--- src/sv/dgh_ram.sv ---
module dgh_ram #(
    parameter int WIDTH = 8,
    parameter int DEPTH = 16,
    parameter int AW    = (DEPTH > 1) ? $clog2(DEPTH) : 1
) (
    input  logic             i_clk,
    input  logic             i_we,
    input  logic [AW-1:0]    i_waddr,
    input  logic [WIDTH-1:0] i_wdata,
    input  logic             i_re,
    input  logic [AW-1:0]    i_raddr,
    output logic [WIDTH-1:0] o_rdata
);

    logic [WIDTH-1:0] r_mem [DEPTH];
    logic [WIDTH-1:0] r_rdata;

    always_ff @(posedge i_clk) begin
        if (i_we) begin
            r_mem[i_waddr] <= i_wdata;
        end
    end

    always_ff @(posedge i_clk) begin
        if (i_re) begin
            r_rdata <= r_mem[i_raddr];
        end
    end

    assign o_rdata = r_rdata;

endmodule

--- config.mk ---
export PLATFORM = sky130hd
export DESIGN_NAME = dgh_ram
export DESIGN_NICKNAME = d
export VERILOG_FILES = /design/src/sv/dgh_ram.sv
export SDC_FILE = /design/constraint.sdc
export NUM_CORES = 1
export LEC_CHECK = 0
export ABC_AREA = 1
export ABC_CLOCK_PERIOD_IN_PS = 1550
export BUFFER_PORTS_ARGS = -buffer_cell sky130_fd_sc_hd__buf_2
export CAP_MARGIN = 30
export CORE_MARGIN = 2
export CORE_UTILIZATION = 55
export DETAILED_ROUTE_END_ITERATION = 7
export PLACE_DENSITY = 0.8
export REMOVE_ABC_BUFFERS = 1
export SLEW_MARGIN = 20
export SYNTH_ARGS = -nofsm -noshare
export SYNTH_HDL_FRONTEND = slang
export SYNTH_SLANG_ARGS = --single-unit
export TNS_END_PERCENT = 5
--- constraint.sdc ---
create_clock -name i_clk -period 1.55 [get_ports i_clk]
set_clock_uncertainty 0.15 [all_clocks]
set_input_delay 0.0775 -clock i_clk [delete_from_list [all_inputs] [get_ports i_clk]]
set_output_delay 0.0775 -clock i_clk [all_outputs]
set_load 0.03 [all_outputs]
== After elaboration in Yosys (flattened, before gate mapping) ==
Memory sizes are Yosys's and may differ from the RTL's. A register that Yosys moved wholly into a read port is not among the register bits.
Index checks and enable logic that the tools add are counted.

* Register bits after elaboration: 0
* Latch bits: 0
* Memory bits (writable): 128
* Memory bits (read-only): 0
* Input bits: 19
* Output and inout bits: 8
* Logic and storage cells: 3
* Memories kept: 1

{| class="wikitable"
|+ Memories
! name !! words !! width !! rd ports !! clocked after memory_dff !! wr ports !! line !! source
|-
| r_mem || 16 || 8 || 1 || 1 || 1 || 15 || <nowiki>logic [WIDTH-1:0] r_mem [DEPTH];</nowiki>
|}

* Add/sub/neg operators: 0
* Multipliers: 0
* Divide/modulo/power cells: 0
* Magnitude comparators: 0
* Eq/ne operators: 0
* Shift operators: 0
* Mux-type cells: 2
* Bitwise gates (word level): 0
* Reduce and logical (&&, ||, !) cells: 0

{| class="wikitable"
|+ Operators by type and width
! kind !! count
|-
| $mux W1 || 2
|}

== Logic depth before layout (Yosys ltp) ==
Gate-level depths: netlist (run 1).

* Word-level depth: 2
* Mapped depth: 8

== Worst setup path before layout (run 1) ==
No wires, ideal clock.

* Kind: input to register
* Start point: in i_waddr[2]
* End point: mem r_mem[10][0] (enable)
* Arrival: 658 ps
* Setup slack: 372 ps
* Cell stages on the path: 2
* Path buffers: 0
* Cell sequence: nand3b_1 nor2_1

{| class="wikitable"
|+ RTL lines
! item !! line !! source
|-
| start, declared || 8 || <nowiki>input logic [AW-1:0] i_waddr,</nowiki>
|-
| end, declared || 15 ||
|}

No word-level cell before the write port.

== Final worst setup path (run 1) ==
* Start point: reg r_rdata[7] (netlist: o_rdata[7]), read port of r_mem
* End point: out o_rdata[7]

{| class="wikitable"
|+ RTL lines
! item !! line !! source
|-
| start, declared || 16 || <nowiki>logic [WIDTH-1:0] r_rdata;</nowiki>
|-
| end, declared || 12 || <nowiki>output logic [WIDTH-1:0] o_rdata</nowiki>
|}

No word-level cell between the ends.

==> impl_metrics.csv, run 1 <==
group,metric,value,unit
clock_tree,cts_tree,"done",
die,ios,27,
critical_path,crit_type,"reg -> out",
power_and_ir_drop,p_leak,0.002990,uW
drt,wl_per_cell,17.22,um
finish,drive_gt1_frac,0.1355,
place,numPortBuffers,26,
clock_tree,clkTransAtPathRegs,60,ps
die,dieArea,11470,um^2
drt,vias,4021,
critical_path,critPathLaunchType,"flop",
synth,synth.most_common_cell,"nand2_1",
clock_tree,clock_path_buffers,2,
place,hpwl,7.794,mm
synth,synth_area_leaders,"edfxtp_1, nand2_1, nand3_1",
synth,synth_top_family_by_area,"simple AND/OR/NAND/NOR gates",
synth,netlist_instances,551,
critical_path,crit_path_cell_trace,"buf_2",
global_routing,grt_pass1_wl,20.63,mm
synth,synth_ff_type,"edfxtp_1",
critical_path,path_buf_inv,1,
sta,drv_slew,0,
critical_path,r2r_setup_slack,220,ps
power_and_ir_drop,pwr_density_cell,1260,nW/um^2
drt,via_per_inst,5.319,
sta,report.final.hold_viol_count,0,
critical_path,endpoint_kind,"output pin",
die,die_x,107.1,um
finish,regArea,4084,um^2
synth,synth-xor-area-share,0,
run,maxCapViolCount,0,
critical_path,r2r_cells,6,
power_and_ir_drop,ir_worst_vdd,676.2,uV
sta,worst_pin_slew,647.9,ps
place,preCtsSetupSlack,89.95,ps
clock_tree,postCtsSetupBuffers,0,
finish,fin_nets,626,
sta,fmax,730.3,MHz
clock_tree,insertion_delay,530,ps
sta,timing.final.ws_setup,180.6,ps
drt,ant_nets,0,
global_routing,grt_pass1_vias,3935,
global_routing,gr-usage-all-layers,0.2482,
sta,layout_min_cycle_time,1369,ps
sta,setup_viol,0,
finish,diodes,0,
sta,timing.setup.tns,0,ps
die,core.rowCount,37,
worst_hold_path,min_path_type,"in -> reg",
synth,synthArstFlopShare,0,
clock_tree,cts_resized,0,
clock_tree,h-tree-depth,4,
finish,syn_to_final_growth,17.83,%
clock_tree,cts_made_buffers,17,
die,start_util,0.5664,
critical_path,cp_max_fo,1,
die,coreArea,10320,um^2
synth,syn_area,5847,um^2
critical_path,r2r_start,"r_mem[5][5]$_DFFE_PP_",
drt,drtIter0Drc,639,
drt,drc,0,
synth,synth_fa_ha_area_frac,0,
drt,drt-pass1-iter-count,8,
worst_hold_path,min_path_cells,4,
critical_path,critPathTopFamily,"flip-flops",
clock_tree,cts_sinks,136,
finish,multi_input_area,1214,um^2
synth,synth_edf_count,136,
synth,ys_warn_count,0,
synth,syn_avg_cell_area,10.61,um^2
synth,synth_area_leader_cell,"edfxtp_1",
finish,fillers,701,
synth,yosys.area.top_type_share,0.6985,
drt,drt-total-wl,13.02,mm
worst_hold_path,worst_hold_path.endpoint,"r_mem[14][6]$_DFFE_PP_",
synth,synth_seq_cells,136,
synth,synth.yosys.seq_area_share,0.6985,
synth,synth_cell_types,11,
synth,synth-compound-area-share,0,
sta,relSlewSlack,0.5674,
clock_tree,cts-root-buf,"clkbuf_8",
worst_hold_path,hold_start,"i_waddr[1]",
critical_path,cpPeakStageDelay,410,ps
synth,yosys.area_share.simple,0.2076,
die,fp.dieH,107.1,um
global_routing,grt_overflow,0,
place,gp_congestion,0.8877,
critical_path,rr_endpoint,"o_rdata[5]$_DFFE_PP_",
global_routing,grt_max_degree,33,
critical_path,crit_required,1320,ps
sta,rsz0062_at_grt,"no",
synth,synthTopCellsByCount,"nand2_1, edfxtp_1, inv_1",
run_status,status,"completed",
sta,finalCritPeriodShare,0.8835,
synth,muxShareOfSynthArea,0,
critical_path,cp_slowest_cell,"edfxtp_1",
global_routing,antenna_found_initial,0,
critical_path,cp.arrival,1140,ps
through the flow:
step | util | area, um^2 | std cells | hold WS, ps | total power [uW]
2_1_floorplan | - | 5680 | 527 | 26.37 | 4497
3_3_place_gp | 0.5992 | 6186 | 713 | 296.0 | 4747
3_5_place_dp | 0.5992 | 6186 | 713 | 292.7 | 4760
4_1_cts | 0.6673 | 6889 | 756 | 23.14 | 8706
5_1_grt | 0.6673 | 6889 | 756 | 47.20 | 8934
6_report | 0.6673 | 6889 | 756 | 39.31 | 8682
final cells by class:
class / instances / share of cell area
inverter: 102 / 0.05558
clock buffer: 17 / 0.06012
timing repair buffer: 61 / 0.06466
clock inverter: 15 / 0.02597
tap: 136 / 0.02470
multi-input combinational: 289 / 0.1762
sequential: 136 / 0.5928
where the power goes:
part / total (uW) / leakage (uW) / switching [uW] / internal, uW
logic: 552 / 0.00147 / 382 / 170
clock network: 3960 / 0.000280 / 1510 / 2450
registers: 4170 / 0.00124 / 22.6 / 4140
total: 8680 / 0.00299 / 1920 / 6760
cells by family (layout without fill, tap and decap cells):
logic type,Yosys count,count (layout)
flip-flops,136,136
buffers and inverters,126,195
AND/OR/NAND/NOR,289,289
cell usage in the layout (no fill, tap or decap):
cell type and instances:
inv_1 100, inv_2 2, edfxtp_1 136, dlygate4sd3_1 11, nand3b_1 2, clkinvlp_4 4
nand2_1 173, nor2_1 17, buf_12 2, bufinv_16 3, clkbuf_8 1, nand3_1 97
buf_4 22, inv_6 1, clkinv_2 3, buf_2 26, clkbuf_16 16, clkinv_4 4
worst max path at each step:
stage                          from  cells after the start  slack, ps                   end
2_1_floorplan            i_raddr[0]                      6        200  o_rdata[2]$_DFFE_PP_
3_3_place_gp             i_raddr[1]                      6        140  o_rdata[4]$_DFFE_PP_
3_5_place_dp             i_raddr[1]                      6         90  o_rdata[7]$_DFFE_PP_
4_1_cts        o_rdata[7]$_DFFE_PP_                      1        160            o_rdata[7]
5_1_grt                  i_raddr[2]                      7        140  o_rdata[3]$_DFFE_PP_
6_report       o_rdata[7]$_DFFE_PP_                      1        180            o_rdata[7]
layer usage:
metal  wire [um]  global-route usage  vias up
li1            -                   -     1894
met5           0                   0        -
met2        6250              0.3852      243
met1        5241              0.3361     1860
met3        1283             0.07173       24
met4         242             0.08998        0
flip-flops by register name (all words and copies together) (netlist names):
name     count
o_rdata      8
r_mem      128
what timing repair did:
action,CTS,global route
hold endpoints to repair,144,0
hold buffers,11,0
endpoints found under the setup margin,0,0
(Power assumes the default switching activity.)
==> inputs of run 2 (changes only) <==
- RECOVER_POWER: default -> 100
==> run 2 against run 1 <==
Register-to-register slack is essentially flat. Sequential share of layout area grew 0.74 points. Critical path depth grew 6. First-iteration DRC count shrank 3.4%. Via count grew 0.25%. Sequential cell count is the same. Core utilization shrank 0.82 points. Count of clock-buffer cells in the layout is the same. Routed wire length grew 0.55%. Cell area shrank 1.2%. Worst hold slack gained 27 ps. Sequential power is essentially flat. Largest cell class unchanged. Largest power group unchanged. Highest routed layer unchanged.
==> impl_metrics.csv, run 2 (synthesis gave the netlist of run 1 again) <==
group,metric,value,unit
run_status,status,"completed",
drt,via_per_inst,5.332,
drt,top_layer,"met4",
place,dpl.cell_count,713,
critical_path,endpoint_kind,"flop",
critical_path,cp-startpoint,"i_raddr[2]",
sta,setup_viol,0,
clock_tree,clkTransAtPathRegs,60,ps
critical_path,crit_path_end,"o_rdata[0]$_DFFE_PP_",
sta,drv_slew,0,
drt,drt-pass1-iter-count,6,
clock_tree,hold_buffers,11,
place,numPortBuffers,26,
critical_path,r2r_start,"r_mem[5][5]$_DFFE_PP_",
place,gp_congestion,0.8877,
finish,largest_register_ffs,128,
drt,drc,0,
sta,finalCritPeriodShare,0.8994,
die,coreArea,10320,um^2
worst_hold_path,min_path_cells,6,
sta,worst_pin_slew,898.9,ps
worst_hold_path,min_path_type,"in -> reg",
clock_tree,postCtsSetupBuffers,0,
finish,syn_to_final_growth,16.37,%
power_and_ir_drop,pwr_density_cell,1273,nW/um^2
global_routing,grt_max_degree,33,
drt,drt-total-wl,13.09,mm
die,ios,27,
clock_tree,cts_resized,0,
critical_path,cpPeakStageDelay,540,ps
sta,relSlewSlack,0.4008,
finish,multi_input_area,1214,um^2
die,dieArea,11470,um^2
die,core.rowCount,37,
critical_path,critPathTopFamily,"buffers and inverters",
global_routing,gr-usage-all-layers,0.2482,
finish,largest-register,"r_mem",
finish,final_cells,756,
sta,layout_min_cycle_time,1394,ps
finish,fin_nets,626,
critical_path,path_common_cell,"nand3_1",
sta,fmax,717.4,MHz
sta,rsz0062_at_grt,"no",
critical_path,cp_slowest_cell,"dlygate4sd3_1",
critical_path,cp_max_fo,17,
clock_tree,clock_path_buffers,2,
critical_path,r2r_cells,6,
clock_tree,cts-root-buf,"clkbuf_8",
drt,drtIter0Drc,617,
critical_path,crit_type,"in -> reg",
global_routing,grt_overflow,0,
power_and_ir_drop,ir_worst_vdd,669.5,uV
place,hpwl,7.794,mm
drt,wl_met2,6.279,mm
sta,report.final.hold_viol_count,0,
finish,fillers,739,
sta,timing.setup.tns,0,ps
die,die_x,107.1,um
drt,wl_met3,1.202,mm
critical_path,crit_path_cell_trace,"dlygate4sd3_1, buf_2, inv_1, clkbuf_2, nand3_1, nand3_1, nand2_1",
critical_path,critPathLaunchType,"input port",
finish,layout_commonest_cell,"nand2_1",
die,start_util,0.5664,
power_and_ir_drop,p_leak,0.002872,uW
critical_path,cp.arrival,1510,ps
clock_tree,h-tree-depth,4,
clock_tree,insertion_delay,530,ps
finish,diodes,0,
global_routing,grt_pass1_vias,3935,
drt,vias,4031,
run,maxCapViolCount,0,
clock_tree,cts_sinks,136,
critical_path,r2r_setup_slack,220,ps
global_routing,antenna_found_initial,0,
drt,met1_length,5.359,mm
clock_tree,cts_made_buffers,17,
critical_path,crit_required,1670,ps
critical_path,cp.depth,7,
finish,final_cell_mix,"nand2_1, edfxtp_1, inv_1",
clock_tree,cts_tree,"done",
drt,wl_per_cell,17.31,um
critical_path,path_buf_inv,4,
global_routing,grt_pass1_wl,20.63,mm
finish,regArea,4084,um^2
worst_hold_path,hold_start,"i_raddr[0]",
finish,drive_gt1_frac,0.08065,
drt,ant_nets,0,
critical_path,rr_endpoint,"o_rdata[5]$_DFFE_PP_",
die,fp.dieH,107.1,um
-- run 2: cell count changes in the layout (fill, tap and decap cells not counted), sizes merged --
cell,previous run,this run
clkbuf,17,54
buf,50,13
-- run 2: worst reg2reg max path, cell delays in order (launching register included) --
cell and delay [ps]:
edfxtp_1 360, inv_1 70, nand2_1 80, nand3_1 120, nand3_1 100, nand3_1 160
nand2_1 60
-- run 2: worst min-delay path by stage --
stage / to / slack, ps
floorplan: r_mem[0][0]$_DFFE_PP_ / 30
global placement: o_rdata[0]$_DFFE_PP_ / 300
detailed placement: o_rdata[2]$_DFFE_PP_ / 290
CTS: r_mem[2][0]$_DFFE_PP_ / 20
global route: o_rdata[1]$_DFFE_PP_ / 70
finish: o_rdata[1]$_DFFE_PP_ / 70
-- run 2: where the power goes --
| group | internal [uW] | switching (uW) | total, uW | leakage, uW |
|---|---|---|---|---|
| Clock | 2450 | 1510 | 3960 | 0.000280 |
| Sequential | 4150 | 23.5 | 4170 | 0.00124 |
| Combinational | 155 | 383 | 538 | 0.00136 |
| Total | 6750 | 1910 | 8660 | 0.00287 |
-- run 2: area by class of cell --
type,instances,share of cell area
multi-input combinational,289,0.1784
clock inverter,15,0.02630
inverter,102,0.05627
tap,136,0.02501
clock buffer,17,0.06087
timing repair buffer,61,0.05296
sequential,136,0.6002
-- run 2: layer usage --
layer | global-route usage | vias to the layer above
li1 | - | 1893
met2 | 0.3852 | 227
met3 | 0.07173 | 26
met4 | 0.08998 | 0
met1 | 0.3361 | 1885
met5 | 0 | -
-- run 2: per-stage QoR --
step | utilization | total power, uW | worst slack, ps | hold slack (ps) | area [um^2]
after floorplan | - | 4497 | 201.9 | 26.37 | 5680
after global placement | 0.5992 | 4747 | 139.4 | 296.0 | 6186
after detailed placement | 0.5992 | 4760 | 89.95 | 292.7 | 6186
after CTS | 0.6673 | 8706 | 161.9 | 23.14 | 6889
after global routing | 0.6591 | 8923 | 85.52 | 65.85 | 6804
final | 0.6591 | 8665 | 156.0 | 66.19 | 6804
