$ cat src/sv/dgh_pkg.sv
package dgh_pkg;

    localparam int NUM_BUCKETS = 1024;
    localparam int WAYS        = 4;
    localparam int WAY_W       = (WAYS > 1) ? $clog2(WAYS) : 1;
    localparam int BKT_W       = $clog2(NUM_BUCKETS);
    localparam int SIZE_W      = BKT_W + 1;
    localparam int HASH_W      = 64;
    localparam int FSIZE_W     = 64;
    localparam int ID_W        = 16;
    localparam int MEMBER_W    = ID_W + 1;
    localparam int COUNT_W     = 32;

    // The remainder unit retires this many dividend bits per cycle.
    localparam int MOD_DIGITS  = 8;
    localparam int MOD_CYCLES  = HASH_W / MOD_DIGITS;
    localparam int MOD_CNT_W   = (MOD_CYCLES > 1) ? $clog2(MOD_CYCLES) : 1;

    localparam logic [MEMBER_W-1:0] NO_MEMBER   = MEMBER_W'(1) << ID_W;
    localparam logic [COUNT_W-1:0]  COUNT_MAX   = '1;
    localparam logic [SIZE_W-1:0]   SIZE_RESET  = SIZE_W'(NUM_BUCKETS);

    typedef struct packed {
        logic [HASH_W-1:0]   hash_low;
        logic [HASH_W-1:0]   hash_high;
        logic [FSIZE_W-1:0]  file_size;
        logic [COUNT_W-1:0]  group_count;
        logic [ID_W-1:0]     first_id;
        logic [MEMBER_W-1:0] newest;
    } t_slot;

    // One memory row holds every way of a bucket.
    typedef struct packed {
        logic [WAYS-1:0] valid;
        t_slot [WAYS-1:0] slot;
    } t_row;

    localparam int ROW_W = $bits(t_row);

    typedef struct packed {
        logic             hit;
        logic [WAY_W-1:0] hit_way;
        logic             free;
        logic [WAY_W-1:0] free_way;
    } t_match;

    function automatic logic [COUNT_W-1:0] sat_inc(input logic [COUNT_W-1:0] v);
        return (v == COUNT_MAX) ? v : v + COUNT_W'(1);
    endfunction

endpackage

$ cat src/sv/dgh_match.sv
module dgh_match (
    input  logic                        i_clk,
    input  dgh_pkg::t_row               i_row,
    input  logic [dgh_pkg::HASH_W-1:0]  i_hash_low,
    input  logic [dgh_pkg::HASH_W-1:0]  i_hash_high,
    input  logic [dgh_pkg::FSIZE_W-1:0] i_file_size,
    output dgh_pkg::t_match             o_match
);
    import dgh_pkg::*;

    logic [WAYS-1:0] w_eq;
    t_match          n_match;
    t_match          r_match;

    always_comb begin
        for (int w = 0; w < WAYS; w++) begin
            w_eq[w] = i_row.valid[w]
                   && (i_row.slot[w].hash_low  == i_hash_low)
                   && (i_row.slot[w].hash_high == i_hash_high)
                   && (i_row.slot[w].file_size == i_file_size);
        end
    end

    // Walking down from the top way leaves the lowest hit and lowest free way.
    always_comb begin
        n_match = '0;
        for (int w = WAYS - 1; w >= 0; w--) begin
            if (w_eq[w]) begin
                n_match.hit     = 1'b1;
                n_match.hit_way = WAY_W'(w);
            end
            if (!i_row.valid[w]) begin
                n_match.free     = 1'b1;
                n_match.free_way = WAY_W'(w);
            end
        end
    end

    always_ff @(posedge i_clk) begin
        r_match <= n_match;
    end

    assign o_match = r_match;

endmodule

$ cat config.mk
export PLATFORM = sky130hd
export DESIGN_NAME = dgh_match
export DESIGN_NICKNAME = d
export VERILOG_FILES = /design/src/sv/dgh_pkg.sv /design/src/sv/dgh_match.sv
export SDC_FILE = /design/constraint.sdc
export NUM_CORES = 1
export LEC_CHECK = 0
export BUFFER_PORTS_ARGS = -buffer_cell sky130_fd_sc_hd__buf_2
export CELL_PAD_IN_SITES_DETAIL_PLACEMENT = 0
export CELL_PAD_IN_SITES_GLOBAL_PLACEMENT = 2
export CORE_AREA = 2 2 476 478
export DETAILED_ROUTE_END_ITERATION = 6
export DIE_AREA = 0 0 478 480
export MAX_ROUTING_LAYER = met4
export PLACE_DENSITY_LB_ADDON = 0.1
export SLEW_MARGIN = 20
export SYNTH_ARGS = -nofsm -noshare
export SYNTH_HDL_FRONTEND = slang
export SYNTH_SLANG_ARGS = --single-unit
$ cat constraint.sdc
create_clock -name i_clk -period 2.7 [get_ports i_clk]
set_input_delay 0.675 -clock i_clk [delete_from_list [all_inputs] [get_ports i_clk]]
set_output_delay 0.675 -clock i_clk [all_outputs]
set_load 0.05 [all_outputs]
; ---- Word-level counts from Yosys, hierarchy flattened
; Cells that the tools add are included.
[classes]
add_sub_neg = 0
n_mul = 0
n_div = 0
order_cmp = 0
n_eq_ne = 12
shift = 0
n_mux = 6
bitwise_logic = 0
n_reduce_logical = 16
[ops]
columns = cell, count
row1 = $eq A64 B64 Y1, 12
row2 = $logic_and A1 B1 Y1, 12
row3 = $mux W3, 2
row4 = $mux W2, 2
row5 = $reduce_and A3 Y1, 1
row6 = $reduce_or A3 Y1, 1
row7 = $mux W1, 2
row8 = $reduce_and A2 Y1, 1
row9 = $reduce_or A2 Y1, 1
[totals]
regBits = 6
latchBits = 0
mem_bits_rw = 0
mem_bits_ro = 0
output_inout_bits = 6
mem_count = 0

; ---- Logic depth before layout (Yosys ltp)
; Gate-level depths: netlist of the first run.
[depth]
ltp_word = 7
ltp_mapped = 8

; ---- Worst setup path before layout of the first run
; Ideal clock, no wire load.
[synth_path]
path_type = input port to flip-flop
from = input port i_file_size[52] (netlist name)
to = register r_match (netlist bit o_match[4])
arrival_time_ns = 2.327
required_ns = 2.572
slack_ns = 0.245
cell_stages = 8
path_cell_list = clkbuf_1 xnor2_1 o221ai_1 or4_1 nor4_1 nand4_1 nor4_2 nor3_1
[synth_between]
elab_chain_cells = 4
[synth_rtl]
columns = element, line
row1 = start: declaration, dgh_match.sv:6  ; input logic [dgh_pkg::FSIZE_W-1:0] i_file_size,
row2 = $eq A64 B64 Y1, dgh_match.sv:20  ; && (i_row.slot[w].file_size == i_file_size);
row3 = $logic_and A1 B1 Y1, dgh_match.sv:20
row4 = $mux W3, dgh_match.sv:28  ; if (w_eq[w]) begin
row5 = $mux W2, dgh_match.sv:28
row6 = end signal: assignment, dgh_match.sv:40  ; r_match <= n_match;
row7 = end: declaration, dgh_match.sv:13  ; t_match r_match;
; Several ways; a longest one is shown, not always the timed one.
; A chain may end at the register's enable or synchronous reset.

; ---- Final worst setup path of the first run
[layout_path]
from = input port i_hash_high[60] (netlist name)
to = register r_match (netlist bit o_match[3])
[layout_between]
elab_chain_cells = 6
[layout_rtl]
columns = element, line
row1 = start: declaration, dgh_match.sv:5  ; input logic [dgh_pkg::HASH_W-1:0] i_hash_high,
row2 = $eq A64 B64 Y1, dgh_match.sv:19  ; && (i_row.slot[w].hash_high == i_hash_high)
row3 = $logic_and A1 B1 Y1, dgh_match.sv:19
row4 = $logic_and A1 B1 Y1, dgh_match.sv:20
row5 = $mux W3, dgh_match.sv:28
row6 = $mux W2, dgh_match.sv:28
row7 = $mux W1, dgh_match.sv:28
; Several ways; a longest one is shown, not always the timed one.

==> results of run 1 <==
[cell type report]
cell class	instances	area [um2]	area share (%)
antenna	132	330	1.33
clock buffer	3	75.1	0.301
inverter	163	627	2.52
multi-input combinational	1148	9370	37.6
sequential	6	120	0.482
tap	2992	3740	15.0
timing repair buffer	1609	10600	42.7
[Yosys cell counts, types with 10 or more instances]
cell type	count	area, um2
a2111o_1	11	124
a221oi_1	22	193
a22o_1	34	298
a22oi_1	14	105
clkbuf_1	21	78.8
inv_1	136	510
inv_2	24	90.1
nand2b_1	154	963
nand4_1	102	638
nor2_1	12	45.0
nor2b_1	39	244
nor3_1	15	75.1
nor4_1	85	532
o2111ai_1	52	455
o221ai_1	10	87.6
o22ai_1	69	432
o2bb2ai_1	45	394
xnor2_1	287	2510
xor2_1	139	1220
[per-stage QoR]
| stage | hold slack (ns) | utilization, % | setup slack [ns] | cells | setup TNS, ns |
|---|---|---|---|---|---|
| floorplan | 0.749 | - | 0.245 | 1339 | 0 |
| global placement | 0.969 | 10.6 | -1.41 | 5922 | -4.15 |
| detailed placement | 0.966 | 10.6 | -1.42 | 5922 | -4.19 |
| CTS | 0.712 | 10.9 | -0.323 | 5922 | -0.835 |
| global route | 0.708 | 11.1 | -0.392 | 6044 | -0.991 |
| finish | 0.704 | 11.1 | -0.315 | 6053 | -0.765 |
[where the power goes]
group          internal (W)  switching (W)
Clock              0.000194      0.0000854
Combinational       0.00198        0.00271
Sequential        0.0000910    0.000000425
Total               0.00226        0.00279
[logic make-up after synthesis]
kind of cell           share of synthesized area, %
AND/OR/NAND/NOR                                28.3
buffers and inverters                          7.26
AO/OA/AOI/OAI                                  24.2
XOR/XNOR                                       39.0
flip-flops                                     1.25
[metal layers]
metal	up-vias	global-route usage (%)
met1	8610	25.1
met4	0	1.67
met5	-	-
met2	1303	37.5
met3	367	5.48
li1	8364	-
[worst max path at each step]
stage | from | endpoint | slack (ns) | depth (start not counted)
floorplan | i_file_size[52] | o_match[4] | 0.25 | 8
global placement | i_file_size[52] | o_match[4] | -1.41 | 13
detailed placement | i_file_size[52] | o_match[4] | -1.42 | 13
CTS | i_hash_high[58] | o_match[3] | -0.32 | 12
global route | i_file_size[42] | o_match[3] | -0.39 | 11
finish | i_hash_high[60] | o_match[3] | -0.31 | 10
[critical path, stage by stage]
cell	delay [ns]
buf_2	0.38
nand2b_1	0.17
o2111ai_1	0.28
nor4_1	0.29
buf_4	0.18
nand3_1	0.10
or4_4	0.56
o211ai_1	0.26
buf_4	0.16
a21oi_2	0.05
[timing repair]
action	in CTS	in global routing
gates resized for setup	107	37
buffers inserted	0	0
pin swaps	24	12
hold buffers	0	0
setup endpoints to repair	3	3
[cells in the final DEF, fill, tap and decap left out, types with 5 or more instances in the layout]
master     netlist  routed
buf_6            0      14
a221oi_1        22      22
o2bb2ai_1       45      45
o221ai_1        10       9
nor2b_1         39      39
a2111o_1        11      11
a22oi_1         14      14
buf_2            1     935
a22o_1          34      34
clkbuf_4         0       8
nand2b_1       154     153
xnor2_2          0      18
buf_12           0      66
xnor2_4          0       5
a2bb2oi_1        9       9
and4_1           5       5
buf_4            0     582
xor2_1         139     137
nor3_1          15      15
diode_2          0     132
inv_2           24      24
nor4_1          85      53
o22ai_1         69      69
nor2_1          12      10
nor4_4           0       8
nand4_1        102     102
xnor2_1        287     264
nor4_2           1      25
o2111ai_1       52      52
inv_1          136     132
dfxtp_1          6       6
==> flow_summary.ini, run 1 <==
[place]
place_area_um2 = 23800
port_buffers = 970
place.gp.congestion = 0.890
place_hpwl_um = 237000

[grt]
first_global_vias = 19600
track_usage_pct = 21.3
grt_pass1_wl_um = 287000
grt-ovfl-total = 0
antenna_found_initial = 381
grt_max_degree = 7

[routing]
routed-wl-met3_um = 18200
wl_met1_um = 102000
vias_per_cell = 3.08
ant_nets = 0
via_count = 18600
dr_wl_met2_um = 121000
first_pass_iters = 6
wl_per_cell_um = 40.7
drtIter0Drc = 1036
drc_errors = 0
top_layer = met4
totalWireLength_um = 246000

[sta]
tightest_slew_ns = 0.872
maxSlewViolCount = 0
hold_violations = 0
rsz0062_at_grt = yes
period_needed_ns = 3.01
setup_ws_ns = -0.315
clock.fmax_mhz = 332
post-route-period-util_pct = 112
setup_viol = 3
slew_headroom_pct = 41.8

[setup_path]
cp.arrival_ns = 3.14
critical_path.max_fanout = 5
required_ns = 2.83
worst_setup_path_start_kind = input port
criticalPathCategory = in -> reg
worstSetupEndpointType = register

[power]
ir_worst_vdd_mv = 0.148
power_density_nw_per_um2 = 203
power.leakage_nw = 10.8
power_w = 0.00505

[worst_hold_path]
holdPathStages = 2
hold_start = i_row[1028]
hp-class = in -> reg
min_to = o_match[2]

[clock_tree]
cts_root_buffer = clkbuf_16
cts_tree = yes
h-tree-depth = 1
cts.reportedPaths.clkPinSlew_ns = 0.05
cts_buffers = 3
cts_sinks = 6
cts_buffer_depth = 2

[final_layout]
fillers = 26300
largest_reg_flops = 6
syn_to_final_growth_pct = 160
drive_gt1_share_pct = 58.5
final_area_um2 = 24900
nets = 4156

[yosys]
avgSynthCellArea_um2 = 7.15
synthCells = 1339
ys_ff_latch = 6
syn_nets = 2564
ys_async_sr_fraction_pct = 0
ys.flop_type = dfxtp_1
seq_area_frac_synth_pct = 1.25
synth_cell_types = 44
yosysWarnings = 0
syn-cell-area_um2 = 9580
synth-edff-count = 0

[floorplanning]
ios = 1231
core_um2 = 224000
die_area_um2 = 229000
die_w_um = 478
start_util_pct = 4.28
chipHeight_um = 480
num_rows = 174

[run]
cap_violations = 0

[outcome]
outcome = complete, but fails checks
violations = setup timing
(Power assumes the default switching activity.)
==> inputs of run 2 (changes only) <==
PLACE_DENSITY_LB_ADDON = 0.3   (was 0.1)
==> run 2 against run 1 <==
  * The run still ends with setup timing left
  * Final cell count shrank 0.76%
  * Largest power group unchanged
  * Wire length increased by 2.6%
  * Critical path depth unchanged
  * Final area is 1.6% lower
  * Critical path type unchanged
  * Fmax shrank 1.4%
==> flow_summary.ini, run 2 (same netlist as run 1, synthesis figures left out) <==
[outcome]
outcome = complete, but fails checks
violations = setup timing

[power]
power.leakage_nw = 10.6
combPwrFrac_pct = 92.8
power.internal_w = 0.00224
switchingPower_w = 0.00287
p_seq_share_pct = 1.8
power_density_nw_per_um2 = 208
pwr-share-clk_pct = 5.4
ir_worst_vdd_mv = 0.163
power_w = 0.00511
p_sw_share_pct = 56.1

[floorplanning]
core_um2 = 224000
num_rows = 174
die_area_um2 = 229000
start_util_pct = 4.28
ios = 1231
die_w_um = 478
chipHeight_um = 480

[grt]
grt_max_degree = 7
antenna_found_initial = 303
grt-ovfl-total = 0
first_global_vias = 19600
grt_pass1_wl_um = 293000
track_usage_pct = 21.8

[setup_path]
path_delay_family = simple AND/OR/NAND/NOR gates
required_ns = 2.83
critical_path.max_fanout = 4
worst-path-buf-inv = 4
crit_top_cell = buf_4
worstSetupEndpointType = register
cp_cell_sequence = buf_2, xnor2_1, nand4_1, buf_4, nor4_4, buf_4, nand4_1, nor4_2, buf_4, nor3_2
cp.arrival_ns = 3.19
worst_setup_path_start_kind = input port
cpMaxStageDelayCell = buf_2
max_stage_delay_ns = 0.43
criticalPathCategory = in -> reg

[place]
place.gp.congestion = 0.945
port_buffers = 970
place_hpwl_um = 242000
place_area_um2 = 23700

[routing]
via_count = 19100
first_pass_iters = 7
ant_nets = 0
drc_errors = 0
wl_per_cell_um = 42.0
totalWireLength_um = 252000
drtIter0Drc = 1362
vias_per_cell = 3.19

[clock_tree]
cts.reportedPaths.clkPinSlew_ns = 0.04
cts_buffers = 3
cts_root_buffer = clkbuf_16
cts_buffer_depth = 2
cts_tree = yes
h-tree-depth = 1
cts_sinks = 6

[final_layout]
regArea_um2 = 120
multi_input_area_um2 = 9160
final_common_cell = buf_2
fillers = 26400
drive_gt1_share_pct = 56.7
final_area_um2 = 24500
layout_common_cells = buf_2 (955), buf_4 (517), xnor2_1 (275)
nets = 4116
largest_reg_flops = 6
syn_to_final_growth_pct = 156

[sta]
clock.fmax_mhz = 327
period_needed_ns = 3.06
tightest_slew_ns = 0.774
setup_ws_ns = -0.357
holdWs_ns = 0.711
post-route-period-util_pct = 113
rsz0062_at_grt = yes
slew_headroom_pct = 47.9
setup_viol = 3
hold_violations = 0
maxSlewViolCount = 0
fin_tns_setup_ns = -1.06

[worst_hold_path]
hp-class = in -> reg

[run]
cap_violations = 0
[run 2: per-stage QoR]
stage	cells	worst slack, ns	util (%)
after CTS	5881	-0.312	10.8
final	6007	-0.357	10.9
after floorplan	1339	0.245	-
after detailed placement	5877	-1.77	10.6
after global placement	5877	-1.74	10.6
after global routing	5993	-0.352	10.9
[run 2: final cells by class]
type | instances | share of cell area (%)
antenna | 126 | 1.29
inverter | 163 | 2.49
clock buffer | 3 | 0.306
multi-input combinational | 1148 | 37.4
timing repair buffer | 1569 | 42.8
sequential | 6 | 0.490
tap | 2992 | 15.3
[run 2: worst paths after layout]
kind / start / end / slack, ns / cells after the start
worst max-delay path: i_hash_low[24] / o_match[4] / -0.36 / 10
worst min-delay path: i_row[1030] / o_match[2] / 0.71 / 2
[run 2: layer usage]
metal,vias up,track usage [%],wire (um)
met2,1385,36.5,119000
met4,0,5.60,9620
met5,-,-,0
met3,424,5.66,19300
li1,8251,-,-
met1,9076,25.8,105000
[run 2: power by group through the flow]
stage | Sequential (W) | Clock [W] | Combinational, W
floorplan | 0.000101 | 0 | 0.00105
global placement | 0.0000930 | 0 | 0.00478
finish | 0.0000916 | 0.000278 | 0.00474
global route | 0.0000919 | 0.000283 | 0.00494
CTS | 0.0000917 | 0.000278 | 0.00483
detailed placement | 0.0000932 | 0 | 0.00476
[run 2: timing repair]
item,CTS,global route
setup buffers,1,1
pin swaps,13,13
gates resized for setup,55,23
hold buffers,0,0
setup endpoints to repair,3,3
