===== src/sv/dgh_pkg.sv =====
package dgh_pkg;

    localparam int NUM_BUCKETS = 1024;
    localparam int WAYS        = 4;
    localparam int WAY_W       = (WAYS > 1) ? $clog2(WAYS) : 1;
    localparam int BKT_W       = $clog2(NUM_BUCKETS);
    localparam int SIZE_W      = BKT_W + 1;
    localparam int HASH_W      = 64;
    localparam int FSIZE_W     = 64;
    localparam int ID_W        = 16;
    localparam int MEMBER_W    = ID_W + 1;
    localparam int COUNT_W     = 32;

    // The remainder unit retires this many dividend bits per cycle.
    localparam int MOD_DIGITS  = 8;
    localparam int MOD_CYCLES  = HASH_W / MOD_DIGITS;
    localparam int MOD_CNT_W   = (MOD_CYCLES > 1) ? $clog2(MOD_CYCLES) : 1;

    localparam logic [MEMBER_W-1:0] NO_MEMBER   = MEMBER_W'(1) << ID_W;
    localparam logic [COUNT_W-1:0]  COUNT_MAX   = '1;
    localparam logic [SIZE_W-1:0]   SIZE_RESET  = SIZE_W'(NUM_BUCKETS);

    typedef struct packed {
        logic [HASH_W-1:0]   hash_low;
        logic [HASH_W-1:0]   hash_high;
        logic [FSIZE_W-1:0]  file_size;
        logic [COUNT_W-1:0]  group_count;
        logic [ID_W-1:0]     first_id;
        logic [MEMBER_W-1:0] newest;
    } t_slot;

    // One memory row holds every way of a bucket.
    typedef struct packed {
        logic [WAYS-1:0] valid;
        t_slot [WAYS-1:0] slot;
    } t_row;

    localparam int ROW_W = $bits(t_row);

    typedef struct packed {
        logic             hit;
        logic [WAY_W-1:0] hit_way;
        logic             free;
        logic [WAY_W-1:0] free_way;
    } t_match;

    function automatic logic [COUNT_W-1:0] sat_inc(input logic [COUNT_W-1:0] v);
        return (v == COUNT_MAX) ? v : v + COUNT_W'(1);
    endfunction

endpackage


===== src/sv/dgh_mod.sv =====
module dgh_mod (
    input  logic                        i_clk,
    input  logic                        i_rst_n,
    input  logic                        i_start,
    input  logic [dgh_pkg::HASH_W-1:0]  i_dividend,
    input  logic [dgh_pkg::SIZE_W-1:0]  i_divisor,
    output logic                        o_done,
    output logic [dgh_pkg::BKT_W-1:0]   o_rem
);
    import dgh_pkg::*;

    logic                 r_busy;
    logic                 r_done;
    logic [MOD_CNT_W-1:0] r_cnt;
    logic [HASH_W-1:0]    r_dvd;
    logic [SIZE_W-1:0]    r_div;
    logic [BKT_W-1:0]     r_rem;
    logic [BKT_W-1:0]     n_rem;

    // Restoring remainder, most significant bit first. The partial remainder
    // stays below the divisor, so one compare and subtract settles each bit.
    always_comb begin
        logic [SIZE_W-1:0] t;
        logic [BKT_W-1:0]  r;
        r = r_rem;
        for (int k = 0; k < MOD_DIGITS; k++) begin
            t = {r, r_dvd[HASH_W-1-k]};
            if (t >= r_div) begin
                t = t - r_div;
            end
            r = t[BKT_W-1:0];
        end
        n_rem = r;
    end

    always_ff @(posedge i_clk) begin
        if (!i_rst_n) begin
            r_busy <= 1'b0;
            r_done <= 1'b0;
            r_cnt  <= '0;
        end else begin
            r_done <= 1'b0;
            if (i_start) begin
                r_busy <= 1'b1;
                r_cnt  <= '0;
            end else if (r_busy) begin
                r_cnt <= r_cnt + MOD_CNT_W'(1);
                if (r_cnt == MOD_CNT_W'(MOD_CYCLES - 1)) begin
                    r_busy <= 1'b0;
                    r_done <= 1'b1;
                end
            end
        end
    end

    always_ff @(posedge i_clk) begin
        if (i_start) begin
            r_dvd <= i_dividend;
            r_div <= i_divisor;
            r_rem <= '0;
        end else if (r_busy) begin
            r_dvd <= r_dvd << MOD_DIGITS;
            r_rem <= n_rem;
        end
    end

    assign o_done = r_done;
    assign o_rem  = r_rem;

endmodule


===== config.mk =====
export PLATFORM = sky130hd
export DESIGN_NAME = dgh_mod
export DESIGN_NICKNAME = d
export VERILOG_FILES = /design/src/sv/dgh_pkg.sv /design/src/sv/dgh_mod.sv
export SDC_FILE = /design/constraint.sdc
export NUM_CORES = 1
export LEC_CHECK = 0
export ABC_AREA = 1
export BUFFER_PORTS_ARGS = -buffer_cell sky130_fd_sc_hd__clkbuf_2
export CAP_MARGIN = 5
export CORE_UTILIZATION = 61
export CTS_CLUSTER_SIZE = 30
export DETAILED_ROUTE_END_ITERATION = 8
export PLACE_DENSITY = 0.82
export SLEW_MARGIN = 20
export SYNTH_ARGS = -nofsm -noshare
export SYNTH_HDL_FRONTEND = slang
export SYNTH_SLANG_ARGS = --single-unit
export TNS_END_PERCENT = 50

===== constraint.sdc =====
create_clock -name i_clk -period 13.7 [get_ports i_clk]
set_clock_uncertainty 0.05 [all_clocks]
set_input_delay 2.055 -clock i_clk [delete_from_list [all_inputs] [get_ports i_clk]]
set_output_delay 2.055 -clock i_clk [all_outputs]
set_load 0.005 [all_outputs]

-- Yosys cells after proc, flatten, opt, wreduce, memory -nomap -nowiden
Index checks and enable logic that the tools add are counted.
- output and inout port bits: 11
- word-level logic and storage cells: 43
- bits of input ports: 78
- flip-flop bits (word level): 90
- multiplexer cells: 14
- add/sub/neg operators: 9
- bitwise operators: 2
- $lt $le $gt $ge: 8
- equality and inequality tests: 1
- reduce and logical (&&, ||, !) cells: 3
- operators with widths (kind ; count):
    $mux 64 ; 2
    $ge 11x11->1 ; 8
    $mux 10 ; 8
    $sub 10x10->10 ; 8
    $mux 1 ; 4
    $add 3x1->3 const B ; 1
    $eq 3x3->1 const B ; 1
    $reduce_or 3->1 ; 1
    $not 1->1 ; 2
    $reduce_bool 2->1 ; 1
    $reduce_or 2->1 ; 1

-- Depth between registers and ports, before layout
Gate-level depths: netlist of run 1.
- depth in word-level cells: 16
- mapped depth: 88
- mapped depth without buffers: 85

-- Least setup slack after synthesis of run 1
Ideal clock, no wire load.
- path kind: reg-to-reg
- start: register r_div[1]
- end: register r_rem[0] (netlist: o_rem[0])
- cell stages (with the launch flop): 75
- path slack: 1.692 ns
- setup time: 0.185 ns
- required time: 13.465 ns
- data arrival time: 11.773 ns
- buffers on the path: 5
- clock period less this slack: 12.008 ns
- path through: edfxtp_1 inv_1 fa_1 a21oi_1 o21bai_2 a221o_1 or2_2 a31oi_1 ha_1 nand2_1 inv_1 nand2_1 inv_1 nand2_1 nand3_1 nor2_2 buf_6 nand3_2 [... 39 more ...] nand2_1 o21ai_0 o21bai_2 a21oi_2 o21bai_2 a21oi_4 o21ai_0 ha_1 a21o_1 a21oi_2 o21ai_1 a21oi_2 o21bai_2 a21oi_4 inv_2 buf_2 o211ai_1 o21ai_1
- cells in the longest elaborated chain, start to end: 16
- elaborated cells on any way between the ends: 23
- those cells by class: add/sub: 7; order compare: 8; mux: 8
- RTL lines (element ; RTL line ; RTL):
    start, declared ; dgh_mod.sv:16 ; logic [SIZE_W-1:0] r_div;
    start signal, assigned ; dgh_mod.sv:59 ; r_div <= i_divisor;
    $sub 10x10->10 or $ge 11x11->1 (tied branches) ; dgh_mod.sv:29, dgh_mod.sv:28 ;
    $mux 10 ; dgh_mod.sv:28 ; if (t >= r_div) begin
    $sub 10x10->10 or $ge 11x11->1 (tied branches) ; dgh_mod.sv:29, dgh_mod.sv:28 ;
    $mux 10 ; dgh_mod.sv:28 ;
    $sub 10x10->10 or $ge 11x11->1 (tied branches) ; dgh_mod.sv:29, dgh_mod.sv:28 ;
    $mux 10 ; dgh_mod.sv:28 ;
    $sub 10x10->10 or $ge 11x11->1 (tied branches) ; dgh_mod.sv:29, dgh_mod.sv:28 ;
    $mux 10 ; dgh_mod.sv:28 ;
    $sub 10x10->10 or $ge 11x11->1 (tied branches) ; dgh_mod.sv:29, dgh_mod.sv:28 ;
    $mux 10 ; dgh_mod.sv:28 ;
    $sub 10x10->10 or $ge 11x11->1 (tied branches) ; dgh_mod.sv:29, dgh_mod.sv:28 ;
    $mux 10 ; dgh_mod.sv:28 ;
    $sub 10x10->10 or $ge 11x11->1 (tied branches) ; dgh_mod.sv:29, dgh_mod.sv:28 ;
    $mux 10 ; dgh_mod.sv:28 ;
    $ge 11x11->1 (*) ; dgh_mod.sv:28 ;
    $mux 10 (*) ; dgh_mod.sv:28 ;
    end signal, assigned ; dgh_mod.sv:63 ; r_rem <= n_rem;
    end, declared ; dgh_mod.sv:17 ; logic [BKT_W-1:0] r_rem;
Mark *: on every way between the ends. The rest lies on a longest branch, timed or not.
A chain may end at the register's enable or synchronous reset.

-- Worst setup path after layout of run 1
- start: register r_dvd[63]
- end: register r_rem[0] (netlist: o_rem[0])
- cells in the longest elaborated chain, start to end: 16
- elaborated cells on any way between the ends: 23
- those cells by class: add/sub: 7; order compare: 8; mux: 8
- RTL lines (element ; RTL line ; RTL):
    start, declared ; dgh_mod.sv:15 ; logic [HASH_W-1:0] r_dvd;
    start signal, assigned ; dgh_mod.sv:58 ; r_dvd <= i_dividend;
    start signal, assigned ; dgh_mod.sv:62 ; r_dvd <= r_dvd << MOD_DIGITS;
    $sub 10x10->10 or $ge 11x11->1 (tied branches) ; dgh_mod.sv:29, dgh_mod.sv:28 ;
    $mux 10 (*) ; dgh_mod.sv:28 ;
    $sub 10x10->10 or $ge 11x11->1 (tied branches) ; dgh_mod.sv:29, dgh_mod.sv:28 ;
    $mux 10 (*) ; dgh_mod.sv:28 ;
    $sub 10x10->10 or $ge 11x11->1 (tied branches) ; dgh_mod.sv:29, dgh_mod.sv:28 ;
    $mux 10 (*) ; dgh_mod.sv:28 ;
    $sub 10x10->10 or $ge 11x11->1 (tied branches) ; dgh_mod.sv:29, dgh_mod.sv:28 ;
    $mux 10 (*) ; dgh_mod.sv:28 ;
    $sub 10x10->10 or $ge 11x11->1 (tied branches) ; dgh_mod.sv:29, dgh_mod.sv:28 ;
    $mux 10 (*) ; dgh_mod.sv:28 ;
    $sub 10x10->10 or $ge 11x11->1 (tied branches) ; dgh_mod.sv:29, dgh_mod.sv:28 ;
    $mux 10 (*) ; dgh_mod.sv:28 ;
    $sub 10x10->10 or $ge 11x11->1 (tied branches) ; dgh_mod.sv:29, dgh_mod.sv:28 ;
    $mux 10 (*) ; dgh_mod.sv:28 ;
    $ge 11x11->1 (*) ; dgh_mod.sv:28 ;
    $mux 10 (*) ; dgh_mod.sv:28 ;
Marked as above.

==> impl_metrics.ini, run 1 <==
[setup_path]
crit_slowest_cell = edfxtp_1
arrival_ps = 12980
path_class = reg2reg
cp-end-kind = register
path_common_cell = nand2_1
crit_required_ps = 13850
max_stage_delay_ps = 400
startpoint_type = register
critPathMaxFanout = 14

[die]
die_area_mm2 = 0.01433
core_area_mm2 = 0.01340
start_util_pct = 63.08
die_y_um = 119.7
io_pins = 89
die_width_um = 119.7
rows = 42

[sta]
relSlewSlack_pct = 44.52
setup_viol = 0
holdWs_ps = 435.8
fin_crit_sh_pct = 93.67
drv_slew = 0
hold_violations = 0
setup_tns_ps = 0
final.min_clock_period_ps = 12830
fmax_ghz = 0.07792
worst_pin_slew_ps = 832.2

[synth]
synth_cell_types = 59
syn_inst = 1096
synth_seq_cells = 90
synth_top_family_by_area = simple AND/OR/NAND/NOR gates
syn_avg_cell_area_um2 = 7.713
ys.flop_type = edfxtp_1
ys.warnings.count = 0
syn_area_mm2 = 0.008453
synth_compound_area_share_pct = 13.59
syn-num-nets = 1272
synthMuxAreaShare_pct = 0
synthXorXnorAreaFrac_pct = 5.906
ys_seq_area_share_pct = 30.20
async_reset_ff_share_pct = 0
synthSimpleGateAreaFrac_pct = 28.33
synth_adder_area_share_pct = 15.22
synth_edf_count = 75

[cts]
cts_root_buf = clkbuf_16
clock-sinks = 90
cts.clk_slew.worst_paths_ps = 70
htreeDepth = 3
numCtsBuffers = 9
cts_max_path_buffers = 2
postCtsHoldBufs = 0
clk_latency_ps = 340
cts_tree = built

[detailed_routing]
drt_iter0_drc = 560
drt-total-wl_um = 21290
antenna_left = 0
drc = 0
via_per_inst = 5.424
avgRoutedWirePerCell_um = 15.23
dr.pass1.iters = 5
vias = 7583

[layout]
final_common_cell = nand2_1
final_cell_mix = nand2_1 (388), inv_1 (108), ha_1 (89)
fin_nets = 1393
synthToLayoutAreaGrowth_pct = 14.15
fillers = 1105
num_antenna_cells = 0
drive_gt1_share_pct = 20.38

[place]
dpl.hpwl_um = 16270
portBuffers = 88
globalplace.congestion = 0.9637

[global_route]
grt_overflow_total = 0
grt_max_degree = 79
grt_pass1_wl_um = 34670
grt_pass1_vias = 7201
grt_antenna_before_repair = 0
track_usage_pct = 30.74

[hold_path]
hp-class = reg2reg

[job]
max_cap_violations = 0

[status]
outcome = completed
-- stage by stage --
| step | utilization [%] | std cells | area, um^2 | setup slack [ps] |
|---|---|---|---|---|
| after CTS | 70.95 | 1386 | 9508 | 391.1 |
| after global placement | 68.81 | 1370 | 9221 | 563.5 |
| after floorplan | - | 1096 | 8453 | 1692 |
| after detailed placement | 68.81 | 1370 | 9221 | 430.1 |
| final | 72.01 | 1398 | 9649 | 867.0 |
| after global routing | 72.01 | 1398 | 9649 | -16.92 |
-- routing by layer --
layer | global-route usage [%] | vias to the layer above | share of wire (%)
met3 | 4.753 | 42 | 6.2
met5 | 0 | - | 0
met4 | 8.906 | 0 | 2.4
met2 | 52.85 | 262 | 48
li1 | - | 3887 | -
met1 | 39.91 | 3392 | 43
-- cell families after synthesis --
group	Yosys count
AND/OR/NAND/NOR	540
AO/OA/AOI/OAI	171
buffers and inverters	140
adder cells (fa/ha/maj)	98
flip-flops	90
XOR/XNOR	57
-- worst max-delay path: cells and delay by family (launching register included) --
family / cells / cell delay (ps)
AND/OR/NAND/NOR: 29 / 4040
adder cells (fa/ha/maj): 9 / 2770
flip-flops: 1 / 400
buffers and inverters: 15 / 1600
AO/OA/AOI/OAI: 24 / 3820
-- cells in the mapped netlist, types with 13 or more instances --
library cell  instances  area share (%)
a21oi_1              64             3.8
dfxtp_1              15             3.6
edfxtp_1             75              27
ha_1                 90              13
inv_1               109             4.8
nand2_1             388              17
nand2_2              14             1.0
nand3_1              43             2.5
nand3_2              13             1.5
nor2_1               35             1.6
o21ai_0              30             1.8
o21ai_2              20             2.1
xnor2_1              20             2.1
xor2_1               37             3.8
-- timing repair --
item,4_1_cts,5_1_grt
setup endpoints to repair,0,10
buffers inserted,0,12
gates resized for setup,0,16
-- flip-flops by register name (all words and copies together), names as in the netlist --
name    cells
r_cnt       3
r_div      11
r_dvd      64
o_rem      10
r_busy      1
o_done      1
-- worst paths after layout --
check	startpoint	to	slack, ps	cells after the start
max	r_dvd[63]$_DFFE_PP_	o_rem[0]$_SDFFE_PP0P_	870	77
min	r_cnt[1]$_SDFFE_PP0P_	r_cnt[1]$_SDFFE_PP0P_	440	2
max reg2reg	r_dvd[63]$_DFFE_PP_	o_rem[0]$_SDFFE_PP0P_	870	77
min reg2reg	r_cnt[1]$_SDFFE_PP0P_	r_cnt[1]$_SDFFE_PP0P_	440	2
-- final cells by class --
type	instances	area, um^2	share of cell area [%]
clock inverters	7	61.31	0.6354
inverters	119	461.7	4.785
well taps	176	220.2	2.282
repair buffers	131	788.3	8.169
flip-flops and latches	90	2552	26.45
clock buffers	9	225.2	2.334
multi-input cells	866	5340	55.34
Power of run 1 is not shown: default switching activity piles up to over one toggle a cycle in this logic, so the estimate is an artifact.
==> inputs of run 2 (changes only) <==
RECOVER_POWER = 100   (was default)
==> run 2 against run 1 <==
Compared with the run above:
- clock-buffer cell count did not move
- register-to-register slack is essentially flat
- wire length about the same
- critical path type unchanged
- hold slack stayed put
- sequential cell count stayed put
- sequential share of layout area barely moved
- final area down 0.13%
- utilization shrank 0.093 points
- the run now ends with capacitance limit, slew limit left
- maximum frequency about the same
- non-clock buffer count unchanged
==> impl_metrics.ini, run 2 (synthesized netlist as in run 1, its figures left out) <==
[cts]
postCtsHoldBufs = 0
cts_root_buf = clkbuf_16
cts.clk_slew.worst_paths_ps = 70
htreeDepth = 3
cts_max_path_buffers = 2
clock-sinks = 90
numCtsBuffers = 9
cts_tree = built
clk_latency_ps = 340

[setup_path]
arrival_ps = 12990
crit_slowest_cell = fa_1
path_class = reg2reg
crit_required_ps = 13850
critPathMaxFanout = 14
cp-end-kind = register
startpoint_type = register
max_stage_delay_ps = 400
path_common_cell = nand2_1

[global_route]
top_usage_layer = met2
grt_pass1_vias = 7201
grt_use_met3_pct = 4.753
grt_overflow_total = 0
track_usage_pct = 30.74
grtUsageMet1_pct = 39.91
use_met2_pct = 52.85
grt_max_degree = 79
grt_antenna_before_repair = 0
grt_pass1_wl_um = 34670

[detailed_routing]
avgRoutedWirePerCell_um = 15.24
dr.pass1.iters = 5
vias = 7615
drt-total-wl_um = 21310
antenna_left = 0
drt_iter0_drc = 552
via_per_inst = 5.447
drc = 0

[place]
postPlaceCellArea_mm2 = 0.009221
dpl.hpwl_um = 16270
portBuffers = 88
globalplace.congestion = 0.9637

[layout]
top_register = r_dvd
num_antenna_cells = 0
largest_reg_flops = 64
fillers = 1109
final_common_cell = nand2_1
final_cell_area_mm2 = 0.009637
fin_nets = 1393
synthToLayoutAreaGrowth_pct = 14.00
drive_gt1_share_pct = 19.80
final_cell_mix = nand2_1 (388), inv_1 (108), ha_1 (89)

[sta]
worst_pin_slew_ps = 3247
drv_slew = 134
fmax_ghz = 0.07785
fin_crit_sh_pct = 93.76
hold_violations = 0
relSlewSlack_pct = -116.4
setup_viol = 0
final.min_clock_period_ps = 12840

[status]
violations = capacitance limit, slew limit
outcome = finished, violations left

[job]
max_cap_violations = 2

[die]
die_area_mm2 = 0.01433
die_width_um = 119.7
core_area_mm2 = 0.01340
io_pins = 89
die_y_um = 119.7
rows = 42
start_util_pct = 63.08

[hold_path]
hp-class = reg2reg
## run 2: changes by cell type in the layout (fill, tap and decap cells not counted)
| cell | before | now |
|---|---|---|
| buf_1 | 0 | 1 |
| inv_2 | 8 | 7 |
| buf_4 | 41 | 39 |
| clkbuf_1 | 0 | 5 |
| clkinv_1 | 0 | 1 |
| clkbuf_2 | 88 | 84 |
## run 2: repair_timing
action	4_1_cts	5_1_grt
setup buffers	0	12
gates resized for setup	0	16
endpoints found under the setup margin	0	10
## run 2: area by class of cell
class                   instances  area [um^2]  area share [%]
clock buffers                   9        225.2           2.337
clock inverters                 7        61.31          0.6362
inverters                     119        461.7           4.791
multi-input cells             866         5340           55.41
flip-flops and latches         90         2552           26.49
well taps                     176        220.2           2.285
repair buffers                131        775.7           8.050
## run 2: per-stage QoR
stage | TNS, ps | instances | util (%) | worst slack (ps) | hold slack [ps]
2_1_floorplan | 0 | 1096 | - | 1692 | 392.7
3_3_place_gp | 0 | 1370 | 68.81 | 563.5 | 407.3
3_5_place_dp | 0 | 1370 | 68.81 | 430.1 | 429.3
4_1_cts | 0 | 1386 | 70.95 | 391.1 | 439.7
5_1_grt | -31.50 | 1398 | 71.91 | -25.67 | 455.9
6_report | 0 | 1398 | 71.91 | 855.3 | 435.8
## run 2: worst max-delay path: cells and delay by family, from the launching register on
family                   cells  cell delay, ps
AO/OA/AOI/OAI               24            3830
buffers and inverters       15            1600
adder cells (fa/ha/maj)      9            2770
flip-flops                   1             390
AND/OR/NAND/NOR             29            4050
## run 2: final timing paths
| check | slack (ps) | end | depth (start not counted) | startpoint |
|---|---|---|---|---|
| worst max-delay path | 860 | o_rem[0]$_SDFFE_PP0P_ | 77 | r_dvd[63]$_DFFE_PP_ |
| worst min-delay path | 440 | r_cnt[1]$_SDFFE_PP0P_ | 2 | r_cnt[1]$_SDFFE_PP0P_ |
| worst max register to register | 860 | o_rem[0]$_SDFFE_PP0P_ | 77 | r_dvd[63]$_DFFE_PP_ |
| worst min register to register | 440 | r_cnt[1]$_SDFFE_PP0P_ | 2 | r_cnt[1]$_SDFFE_PP0P_ |
## run 2: layer usage
| layer | up-vias | part of all wire [%] |
|---|---|---|
| met5 | - | 0 |
| li1 | 3888 | - |
| met4 | 0 | 2.6 |
| met3 | 44 | 6.0 |
| met1 | 3416 | 43 |
| met2 | 267 | 48 |
Power of run 2 is left out for the same reason.
==> inputs of run 3 (changes only) <==
clock period = 13.6 ns   (was 13.7 ns; I/O delays follow)
==> run 3 against run 2 <==
Compared with the run above:
- the run still ends with capacitance limit, slew limit left
- non-clock buffer count fell by 18
- setup slack got worse by 18 ps
- utilization fell by 1.1 points
- critical path type unchanged
- critical endpoint unchanged
- highest routed layer unchanged
==> impl_metrics.ini, run 3 (synthesized netlist as in run 1, its figures left out) <==
[status]
outcome = finished, violations left
violations = capacitance limit, slew limit

[layout]
drive_gt1_share_pct = 18.94
final_cell_mix = nand2_1 (388), inv_1 (107), ha_1 (89)
final_cell_area_mm2 = 0.009492
top_register = r_dvd
largest_reg_flops = 64
finalNonFillerCells = 1380
num_antenna_cells = 0
synthToLayoutAreaGrowth_pct = 12.29
multi_input_area_mm2 = 0.005354
fin_nets = 1375
fillers = 1168
final_common_cell = nand2_1
seqCellArea_mm2 = 0.002552

[place]
postPlaceCellArea_mm2 = 0.009131
globalplace.congestion = 0.9526
dpl.hpwl_um = 16140
portBuffers = 88
dp_cells = 1358

[die]
die_area_mm2 = 0.01433
core_area_mm2 = 0.01340
start_util_pct = 63.08
io_pins = 89
die_y_um = 119.7
die_width_um = 119.7
rows = 42

[detailed_routing]
drt-total-wl_um = 20800
wl_met1_um = 8879
avgRoutedWirePerCell_um = 15.07
drt_iter0_drc = 437
dr_wl_met3_um = 1389
antenna_left = 0
via_per_inst = 5.517
maxUsedRoutingLayer = met4
vias = 7614
wl_met2_um = 9663
drc = 0
dr.pass1.iters = 6

[setup_path]
max_stage_delay_ps = 410
path_common_cell = nand2_1
critPathMaxFanout = 17
path_class = reg2reg
cp-end-kind = register
crit_required_ps = 13750
crit_slowest_cell = edfxtp_1
startpoint_type = register
arrival_ps = 12910

[sta]
drv_slew = 55
worst_pin_slew_ps = 2123
final.min_clock_period_ps = 12760
setup_viol = 0
relSlewSlack_pct = -41.55
holdWs_ps = 421.6
setup_tns_ps = 0
fmax_ghz = 0.07835
hold_violations = 0
fin_crit_sh_pct = 93.84
rsz0062_at_grt = true

[global_route]
grt_antenna_before_repair = 0
grt_pass1_vias = 7317
grt_overflow_total = 0
grt_pass1_wl_um = 34110
track_usage_pct = 30.12
grt_max_degree = 79

[cts]
cts_tree = built
cts_root_buf = clkbuf_16
clock-sinks = 90
htreeDepth = 3
postCtsHoldBufs = 0
cts.clk_slew.worst_paths_ps = 60
cts_max_path_buffers = 2
numCtsBuffers = 9
clk_latency_ps = 340

[job]
max_cap_violations = 1

[hold_path]
hp-class = reg2reg
[run 3: cell count changes in the layout (fill, tap and decap cells not counted), moves of 2 or more]
cell / previous run / this run
nor3_2: 2 / 4
buf_4: 39 / 23
inv_2: 7 / 9
nor3_1: 7 / 5
clkbuf_1: 5 / 7
inv_6: 5 / 1
[run 3: through the flow]
stage	utilization (%)	setup WS [ps]
6_report	70.83	837.3
2_1_floorplan	-	1592
4_1_cts	70.12	305.0
3_3_place_gp	68.14	640.0
3_5_place_dp	68.14	333.2
5_1_grt	70.83	-62.27
[run 3: area by class of cell]
class | count | area share (%)
multi-input cells | 866 | 56.41
flip-flops and latches | 90 | 26.89
repair buffers | 113 | 6.670
inverters | 119 | 4.917
clock buffers | 12 | 2.491
well taps | 176 | 2.320
clock inverters | 4 | 0.3032
[run 3: worst max-delay path: cells and delay by family, from the launching register on]
kind | cells | cell delay (ps)
AND/OR/NAND/NOR | 38 | 4630
flip-flops | 1 | 410
adder cells (fa/ha/maj) | 8 | 2610
buffers and inverters | 11 | 1630
AO/OA/AOI/OAI | 20 | 3230
[run 3: repair_timing]
action                     in CTS  in global routing
buffers inserted                0                  6
gates resized for setup         0                 21
setup endpoints to repair       0                 10
[run 3: layer usage]
metal / vias up / track usage, %
met1: 3409 / 37.83
met5: - / 0
li1: 3848 / -
met3: 77 / 5.608
met2: 280 / 50.22
met4: 0 / 13.75
[run 3: worst paths after layout]
check / startpoint / endpoint / slack, ps / cells after the start
max: r_div[1]$_DFFE_PP_ / o_rem[0]$_SDFFE_PP0P_ / 840 / 77
min: r_cnt[1]$_SDFFE_PP0P_ / r_cnt[1]$_SDFFE_PP0P_ / 420 / 2
max reg2reg: r_div[1]$_DFFE_PP_ / o_rem[0]$_SDFFE_PP0P_ / 840 / 77
min reg2reg: r_cnt[1]$_SDFFE_PP0P_ / r_cnt[1]$_SDFFE_PP0P_ / 420 / 2
Power of run 3 is left out for the same reason.
